## config.mk

```make
export PLATFORM = sky130hd
export DESIGN_NAME = grid_maze_reachability_unit
export DESIGN_NICKNAME = d
export VERILOG_FILES = /design/src/rtl/gmr_pkg.sv /design/src/rtl/gmr_ram.sv /design/src/rtl/gmr_row_unit.sv /design/src/rtl/grid_maze_reachability_unit.sv
export SDC_FILE = /design/constraint.sdc
export NUM_CORES = 1
export LEC_CHECK = 0
export ABC_AREA = 1
export BUFFER_PORTS_ARGS = -buffer_cell sky130_fd_sc_hd__clkbuf_2
export CAP_MARGIN = 10
export CORE_ASPECT_RATIO = 1.5
export CORE_MARGIN = 1.5
export CORE_UTILIZATION = 60
export CTS_CLUSTER_DIAMETER = 60
export DETAILED_ROUTE_END_ITERATION = 8
export MAX_ROUTING_LAYER = met4
export PLACE_DENSITY_LB_ADDON = 0.3
export SYNTH_ARGS = -nofsm -noshare
export SYNTH_HDL_FRONTEND = slang
export SYNTH_SLANG_ARGS = --single-unit
export TNS_END_PERCENT = 30
```

## constraint.sdc

```tcl
create_clock -name aclk -period 2.78 [get_ports aclk]
set_input_delay 0.139 -clock aclk [delete_from_list [all_inputs] [get_ports aclk]]
set_output_delay 0.139 -clock aclk [all_outputs]
set_load 0.01 [all_outputs]
```

## src/rtl/gmr_pkg.sv

```systemverilog
// shared types and codes of the grid maze reachability unit
`timescale 1ns / 1ps
`default_nettype none
package gmr_pkg;

    localparam int IN_TDATA_W  = 16;
    localparam int OUT_TDATA_W = 8;
    localparam int LIM_W       = 7;

    typedef enum logic {
        OP_WRITE = 1'b0,
        OP_QUERY = 1'b1
    } opcode_t;

    typedef enum logic {
        REG_LAST_ROW = 1'b0,
        REG_LAST_COL = 1'b1
    } cfg_index_t;

    typedef enum logic [3:0] {
        ST_INIT,
        ST_IDLE,
        ST_WR_RD,
        ST_WR_WB,
        ST_CLR,
        ST_PRE0,
        ST_PRE1,
        ST_ROW,
        ST_DONE
    } state_t;

endpackage
`default_nettype wire

```

## src/rtl/gmr_ram.sv

```systemverilog
// generic single-write, single-read ram with registered read data
`timescale 1ns / 1ps
`default_nettype none
module gmr_ram #(
    parameter int WIDTH = 16,
    parameter int DEPTH = 16
) (
    input  wire logic                     aclk,
    input  wire logic                     we,
    input  wire logic [$clog2(DEPTH)-1:0] waddr,
    input  wire logic [WIDTH-1:0]         wdata,
    input  wire logic [$clog2(DEPTH)-1:0] raddr,
    output logic      [WIDTH-1:0]         rdata
);

    logic [WIDTH-1:0] mem [DEPTH];

    always_ff @(posedge aclk) begin
        if (we) begin
            mem[waddr] <= wdata;
        end
        rdata <= mem[raddr];
    end

endmodule
`default_nettype wire

```

## src/rtl/gmr_row_unit.sv

```systemverilog
// shared row update: one wave step of the flood on one grid row
`timescale 1ns / 1ps
`default_nettype none
module gmr_row_unit #(
    parameter int COLS = 16
) (
    input  wire logic [COLS-1:0] cur_row,
    input  wire logic [COLS-1:0] prev_row,
    input  wire logic [COLS-1:0] next_row,
    input  wire logic [COLS-1:0] blk_row,
    input  wire logic [COLS-1:0] col_mask,
    output logic      [COLS-1:0] new_row,
    output logic                 changed
);

    logic [COLS-1:0] grow;

    always_comb begin
        // spread to left, right, above and below, only into free in-bound cells
        grow    = (cur_row << 1) | (cur_row >> 1) | prev_row | next_row;
        new_row = cur_row | (grow & ~blk_row & col_mask);
        changed = (new_row != cur_row);
    end

endmodule
`default_nettype wire

```

## src/rtl/grid_maze_reachability_unit.sv

```systemverilog
// Grid maze reachability unit. A write beat (opcode 0) sets one cell's blocked bit by a
// read-modify-write of one grid row. A query beat (opcode 1) first clears the flood marks,
// then floods the grid from the start cell by repeated top-down sweeps of one shared row
// unit, one row per cycle, until a sweep adds nothing; it then loads the answer into the
// result register, waiting while an earlier answer is still unread. A start outside the
// grid or equal to the target skips the flood and answers not reachable. Input beats are
// taken while an answer waits; only the next answer is held back. After reset the grid
// store is cleared to free, row by row, in a pass during which no beat is taken;
// configuration writes are always taken and must be made only while the unit is idle.
`timescale 1ns / 1ps
`default_nettype none
module grid_maze_reachability_unit
    import gmr_pkg::*;
#(
    parameter int MAX_ROWS = 16,
    parameter int MAX_COLS = 16
) (
    input  wire logic                   aclk,
    input  wire logic                   aresetn,
    // opcode[0], row[4:1], col[8:5], blocked[9], zero fill
    input  wire logic [IN_TDATA_W-1:0]  s_tdata,
    input  wire logic                   s_tvalid,
    output logic                        s_tready,
    // reachable[0], zero fill
    output logic      [OUT_TDATA_W-1:0] m_tdata,
    output logic                        m_tvalid,
    input  wire logic                   m_tready,
    input  wire logic                   cfg_valid,
    output logic                        cfg_ready,
    input  wire logic                   cfg_addr,
    input  wire logic [3:0]             cfg_wdata
);

    localparam int RW = $clog2(MAX_ROWS);
    localparam int CW = $clog2(MAX_COLS);

    state_t               state_reg, state_next;
    logic [3:0]           last_row_reg, last_col_reg;
    logic [RW-1:0]        row_reg, row_next;
    logic [CW-1:0]        col_reg, col_next;
    logic                 blk_reg, blk_next;
    logic [RW-1:0]        idx_reg, idx_next;
    logic [MAX_COLS-1:0]  cur_reg, cur_next, prev_reg, prev_next;
    logic                 chg_reg, chg_next;
    logic                 tgt_reg, tgt_next;
    logic                 m_valid_reg, m_valid_next;
    logic                 m_data_reg, m_data_next;

    logic [RW-1:0]        lr;
    logic [CW-1:0]        lc;
    logic [MAX_COLS-1:0]  col_mask;
    logic [LIM_W-1:0]     in_row, in_col, idx_p1, idx_p2;

    logic                 blk_we, rch_we;
    logic [RW-1:0]        blk_waddr, blk_raddr, rch_waddr, rch_raddr;
    logic [MAX_COLS-1:0]  blk_wdata, blk_rdata, rch_wdata, rch_rdata;

    logic [MAX_COLS-1:0]  next_row, new_row;
    logic                 row_changed;
    logic                 s_fire;

    // effective bounds, clamped to the store
    always_comb begin
        lr = (LIM_W'(last_row_reg) >= LIM_W'(MAX_ROWS)) ? RW'(MAX_ROWS - 1) : RW'(last_row_reg);
        lc = (LIM_W'(last_col_reg) >= LIM_W'(MAX_COLS)) ? CW'(MAX_COLS - 1) : CW'(last_col_reg);
        for (int k = 0; k < MAX_COLS; k++) begin
            col_mask[k] = (LIM_W'(k) <= LIM_W'(lc));
        end
    end

    assign in_row   = LIM_W'(s_tdata[4:1]);
    assign in_col   = LIM_W'(s_tdata[8:5]);
    assign idx_p1   = LIM_W'(idx_reg) + LIM_W'(1);
    assign idx_p2   = LIM_W'(idx_reg) + LIM_W'(2);
    assign s_fire   = s_tvalid && s_tready;
    assign next_row = (idx_reg < lr) ? rch_rdata : '0;

    gmr_ram #(.WIDTH(MAX_COLS), .DEPTH(MAX_ROWS)) u_blk_ram (
        .aclk  (aclk),
        .we    (blk_we),
        .waddr (blk_waddr),
        .wdata (blk_wdata),
        .raddr (blk_raddr),
        .rdata (blk_rdata)
    );

    gmr_ram #(.WIDTH(MAX_COLS), .DEPTH(MAX_ROWS)) u_rch_ram (
        .aclk  (aclk),
        .we    (rch_we),
        .waddr (rch_waddr),
        .wdata (rch_wdata),
        .raddr (rch_raddr),
        .rdata (rch_rdata)
    );

    gmr_row_unit #(.COLS(MAX_COLS)) u_row (
        .cur_row  (cur_reg),
        .prev_row (prev_reg),
        .next_row (next_row),
        .blk_row  (blk_rdata),
        .col_mask (col_mask),
        .new_row  (new_row),
        .changed  (row_changed)
    );

    always_ff @(posedge aclk) begin
        if (!aresetn) begin
            state_reg    <= ST_INIT;
            last_row_reg <= 4'd15;
            last_col_reg <= 4'd15;
            idx_reg      <= '0;
            m_valid_reg  <= 1'b0;
        end else begin
            state_reg   <= state_next;
            idx_reg     <= idx_next;
            m_valid_reg <= m_valid_next;
            if (cfg_valid) begin
                case (cfg_index_t'(cfg_addr))
                    REG_LAST_ROW: last_row_reg <= cfg_wdata;
                    REG_LAST_COL: last_col_reg <= cfg_wdata;
                    default: ;
                endcase
            end
        end
        row_reg    <= row_next;
        col_reg    <= col_next;
        blk_reg    <= blk_next;
        cur_reg    <= cur_next;
        prev_reg   <= prev_next;
        chg_reg    <= chg_next;
        tgt_reg    <= tgt_next;
        m_data_reg <= m_data_next;
    end

    always_comb begin
        state_next   = state_reg;
        row_next     = row_reg;
        col_next     = col_reg;
        blk_next     = blk_reg;
        idx_next     = idx_reg;
        cur_next     = cur_reg;
        prev_next    = prev_reg;
        chg_next     = chg_reg;
        tgt_next     = tgt_reg;
        m_valid_next = m_valid_reg && !m_tready;
        m_data_next  = m_data_reg;
        s_tready     = 1'b0;
        blk_we       = 1'b0;
        blk_waddr    = idx_reg;
        blk_wdata    = '0;
        blk_raddr    = row_reg;
        rch_we       = 1'b0;
        rch_waddr    = idx_reg;
        rch_wdata    = '0;
        rch_raddr    = '0;

        case (state_reg)
            ST_INIT: begin
                blk_we = 1'b1;
                if (LIM_W'(idx_reg) == LIM_W'(MAX_ROWS - 1)) begin
                    idx_next   = '0;
                    state_next = ST_IDLE;
                end else begin
                    idx_next = idx_reg + RW'(1);
                end
            end
            ST_IDLE: begin
                s_tready = 1'b1;
                if (s_fire) begin
                    row_next = RW'(in_row);
                    col_next = CW'(in_col);
                    blk_next = s_tdata[9];
                    idx_next = '0;
                    if (opcode_t'(s_tdata[0]) == OP_WRITE) begin
                        if (in_row < LIM_W'(MAX_ROWS) && in_col < LIM_W'(MAX_COLS)) begin
                            state_next = ST_WR_RD;
                        end
                    end else if (in_row > LIM_W'(lr) || in_col > LIM_W'(lc) ||
                                 (in_row == LIM_W'(lr) && in_col == LIM_W'(lc))) begin
                        tgt_next   = 1'b0;
                        state_next = ST_DONE;
                    end else begin
                        state_next = ST_CLR;
                    end
                end
            end
            ST_WR_RD: begin
                state_next = ST_WR_WB;
            end
            ST_WR_WB: begin
                blk_we             = 1'b1;
                blk_waddr          = row_reg;
                blk_wdata          = blk_rdata;
                blk_wdata[col_reg] = blk_reg;
                state_next         = ST_IDLE;
            end
            ST_CLR: begin
                // wipe the flood marks, seeding the start cell
                rch_we = 1'b1;
                if (idx_reg == row_reg) begin
                    rch_wdata[col_reg] = 1'b1;
                end
                if (idx_reg == lr) begin
                    state_next = ST_PRE0;
                end else begin
                    idx_next = idx_reg + RW'(1);
                end
            end
            ST_PRE0: begin
                rch_raddr  = '0;
                idx_next   = '0;
                chg_next   = 1'b0;
                state_next = ST_PRE1;
            end
            ST_PRE1: begin
                cur_next   = rch_rdata;
                prev_next  = '0;
                rch_raddr  = (idx_p1 >= LIM_W'(MAX_ROWS)) ? '0 : RW'(idx_p1);
                blk_raddr  = idx_reg;
                state_next = ST_ROW;
            end
            ST_ROW: begin
                rch_we    = 1'b1;
                rch_wdata = new_row;
                prev_next = new_row;
                cur_next  = next_row;
                rch_raddr = (idx_p2 >= LIM_W'(MAX_ROWS)) ? '0 : RW'(idx_p2);
                blk_raddr = (idx_p1 >= LIM_W'(MAX_ROWS)) ? '0 : RW'(idx_p1);
                if (idx_reg == lr) begin
                    tgt_next = new_row[lc];
                    if (chg_reg || row_changed) begin
                        state_next = ST_PRE0;
                    end else begin
                        state_next = ST_DONE;
                    end
                end else begin
                    chg_next = chg_reg || row_changed;
                    idx_next = idx_reg + RW'(1);
                end
            end
            ST_DONE: begin
                // wait here while an earlier answer is still unread
                if (!m_valid_reg || m_tready) begin
                    m_valid_next = 1'b1;
                    m_data_next  = tgt_reg;
                    state_next   = ST_IDLE;
                end
            end
            default: begin
                state_next = ST_IDLE;
            end
        endcase
    end

    assign cfg_ready = 1'b1;
    assign m_tvalid  = m_valid_reg;
    assign m_tdata   = {{(OUT_TDATA_W - 1){1'b0}}, m_data_reg};

endmodule
`default_nettype wire

```

==> metrics <==
# diodes=0; kind of critical path=register to register; hpwl dp=just under 40 mm; top post-synthesis cells by count=edfxtp_1 (556), inv_1 (379), nand2_1 (367); grt ovf=0; Setup Buffers After CTS=0; die span in y=~260 µm; count of final setup violators=0; Iteration-0 DRC Markers=between 1.5k and 2k; clk buf depth=3; Hold Path Class=input port to register; Layout area overhead=13.4%; CP endpoint kind=register; vias per inst=approximately 5.7; Regs by FF count=u_blk_ram.mem x256, u_rch_ram.mem x256; DRC=0; width of the die=between 150 and 200 µm; vias=17.5k; placed cell areas=between 20000 and 30000 µm²; CP startpoint kind=register; TritonCTS Sinks=roughly 610; critical path fanouts, max=6; Power Dens Cells=~680 nW/µm²; Seq/Total Area, Yosys=between 60% and 70%; post-synth top area cell=edfxtp_1; DIE AREA=around 45000 µm²; Final Instance Area=approximately 30000 µm²; final core utilization=between 60% and 70%; Initial Utilization=about 61%; Syn Area/Cell=between 10 and 15 µm²; initial antenna violation count=0; cell count after synthesis=2342; fmax=0.383 GHz; asr flop ratio synth=0%; I/O pin cnt=37; Fin. Hold Viols=0; Antenna Violating Nets Remaining=0; final WL=60.6 mm; Synth area leaders=edfxtp_1 (64%), o211ai_1 (5.7%), inv_1 (5.5%), nand2_1 (5.3%), nand3_1 (4.1%); final cycle utilization of the critical path=a little over nine tenths; CP Data Required Time=3.13 ns; first-pass GRT wire length=roughly 94 mm; wire per inst=19.8 µm; H-tree level count=2; CTS tree=done; VDD IR max=between 0.7 and 0.8 mV; GP Congestion=approximately 0.94; Slew Viols, Final=0; most common cell in the synthesized netlist=edfxtp_1; vias in the first global route=between 15k and 20k; Post-synth top flop=edfxtp_1; clk_skew=0.0182 ns; GRT Overall Usage=between 20 and 30%; PortBufs=22; library cells used by synthesis=35; post_cts resized=0; number of synthesized flops with an enable pin=~560; Critical Path AT=2.97 ns; fraction of layout cells with a size suffix above 1=between 10 and 15%; unrepaired setup endpoints after global routing=false; cts bufs inserted=54; setup TNS=0 ns; largest net degree at the start of global routing=91; number of max-cap violations=0; Clk pin slew, worst setup/hold paths=roughly 0.06 ns; Initial DRT Pass Iterations=5; slew margin rel.=~29%; crit path time final=roughly 2.6 ns; Register-to-Register Path Depth=13; overall power=approximately 0.020 W; share of the synthesized area in the top cell type=64.2%; outcome=completed; Synth Register Bits=a little over 600; Final nets=2488; CORE AREA=between 40000 and 50000 µm²; tightest hold margin=0.0497 ns; hold depth=4; CTS root buffer=clkbuf_16; leak pwr=between 10 and 15 nW; Mapped Area=roughly 26000 µm²; clock latency reported for the late side of the worst-skew pair=~0.60 ns; number of synthesis warnings=0; Worst Max-Slew Pin Slew=roughly 1.1 ns; row count=93
[metrics by stage]
stage	setup WS, ns	instances
after floorplan	0.353	2348
after global placement	0.264	2936
after detailed placement	0.250	2936
after CTS	0.228	3060
after global routing	0.0182	3060
final	0.166	3060
[cell families (layout without fill, tap and decap cells)]
group | Yosys count | count (layout) | synth area share [%]
flops | 605 | 605 | 68.0
simple gates | 765 | 765 | 12.4
compound gates | 438 | 438 | 10.7
buf+inv | 511 | 653 | 7.99
xor+xnor | 4 | 4 | 0.135
fa+ha+maj | 17 | 17 | 0.818
other cells | 2 | 8 | 0.0289
[placed cells by master, fill, tap and decap left out, drive strengths merged, types with 8 or more instances in the layout]
master / count
nand3: 214
conb: 8
nand2: 367
nor3: 33
dlygate4sd3: 23
a211oi: 10
bufinv: 8
a21oi: 100
clkbuf: 82
buf: 119
o21ai: 117
inv: 391
ha: 17
edfxtp: 556
clkinv: 24
dfxtp: 49
o211ai: 198
nor2: 145
[final timing paths]
kind	start	endpoint	slack (ns)
worst max-delay path	last_row_reg[3]	tgt_reg	0.17
worst min-delay path	cfg_valid	last_row_reg[1]	0.05
worst max register to register	last_row_reg[3]	tgt_reg	0.17
worst min register to register	tgt_reg	m_data_reg	0.43
[critical path, stage by stage (launching register included)]
cell	delay, ns
dfxtp_1	0.31
inv_1	0.07
ha_1	0.31
a21oi_1	0.18
nand2_1	0.23
o21ai_0	0.27
nand2_1	0.08
nand2_1	0.08
nand2_1	0.06
nand2_1	0.09
a21oi_1	0.04
a21oi_1	0.24
nor2_1	0.07
nor2_1	0.35
[power by group]
part | internal, W | total, W | switching [W]
combinational | 0.000563 | 0.00188 | 0.00132
clock | 0.00440 | 0.00767 | 0.00327
sequential | 0.0104 | 0.0106 | 0.000173
[what timing repair did]
action	CTS	global route
hold buffers	23	0
hold endpoints to repair	23	0
setup endpoints to repair	0	0
[cell type report]
cell class | instances | area [µm²]
clock buffers | 60 | 1410
clock inverters | 41 | 429
fillers | 3084 | 13300
flip-flops and latches | 605 | 17700
multi-input cells | 1232 | 6390
well taps | 570 | 713
repair buffers | 164 | 1420
inverters | 388 | 1460
[routing by layer]
| layer | share of wire, % | track usage, % | vias to the layer above |
|---|---|---|---|
| li1 | - | - | 8306 |
| met1 | 36 | 31.1 | 8408 |
| met2 | 54 | 51.6 | 652 |
| met3 | 5.4 | 2.89 | 182 |
| met4 | 4.6 | 13.2 | 0 |
| met5 | 0 | - | - |
(Power assumes the default switching activity.)
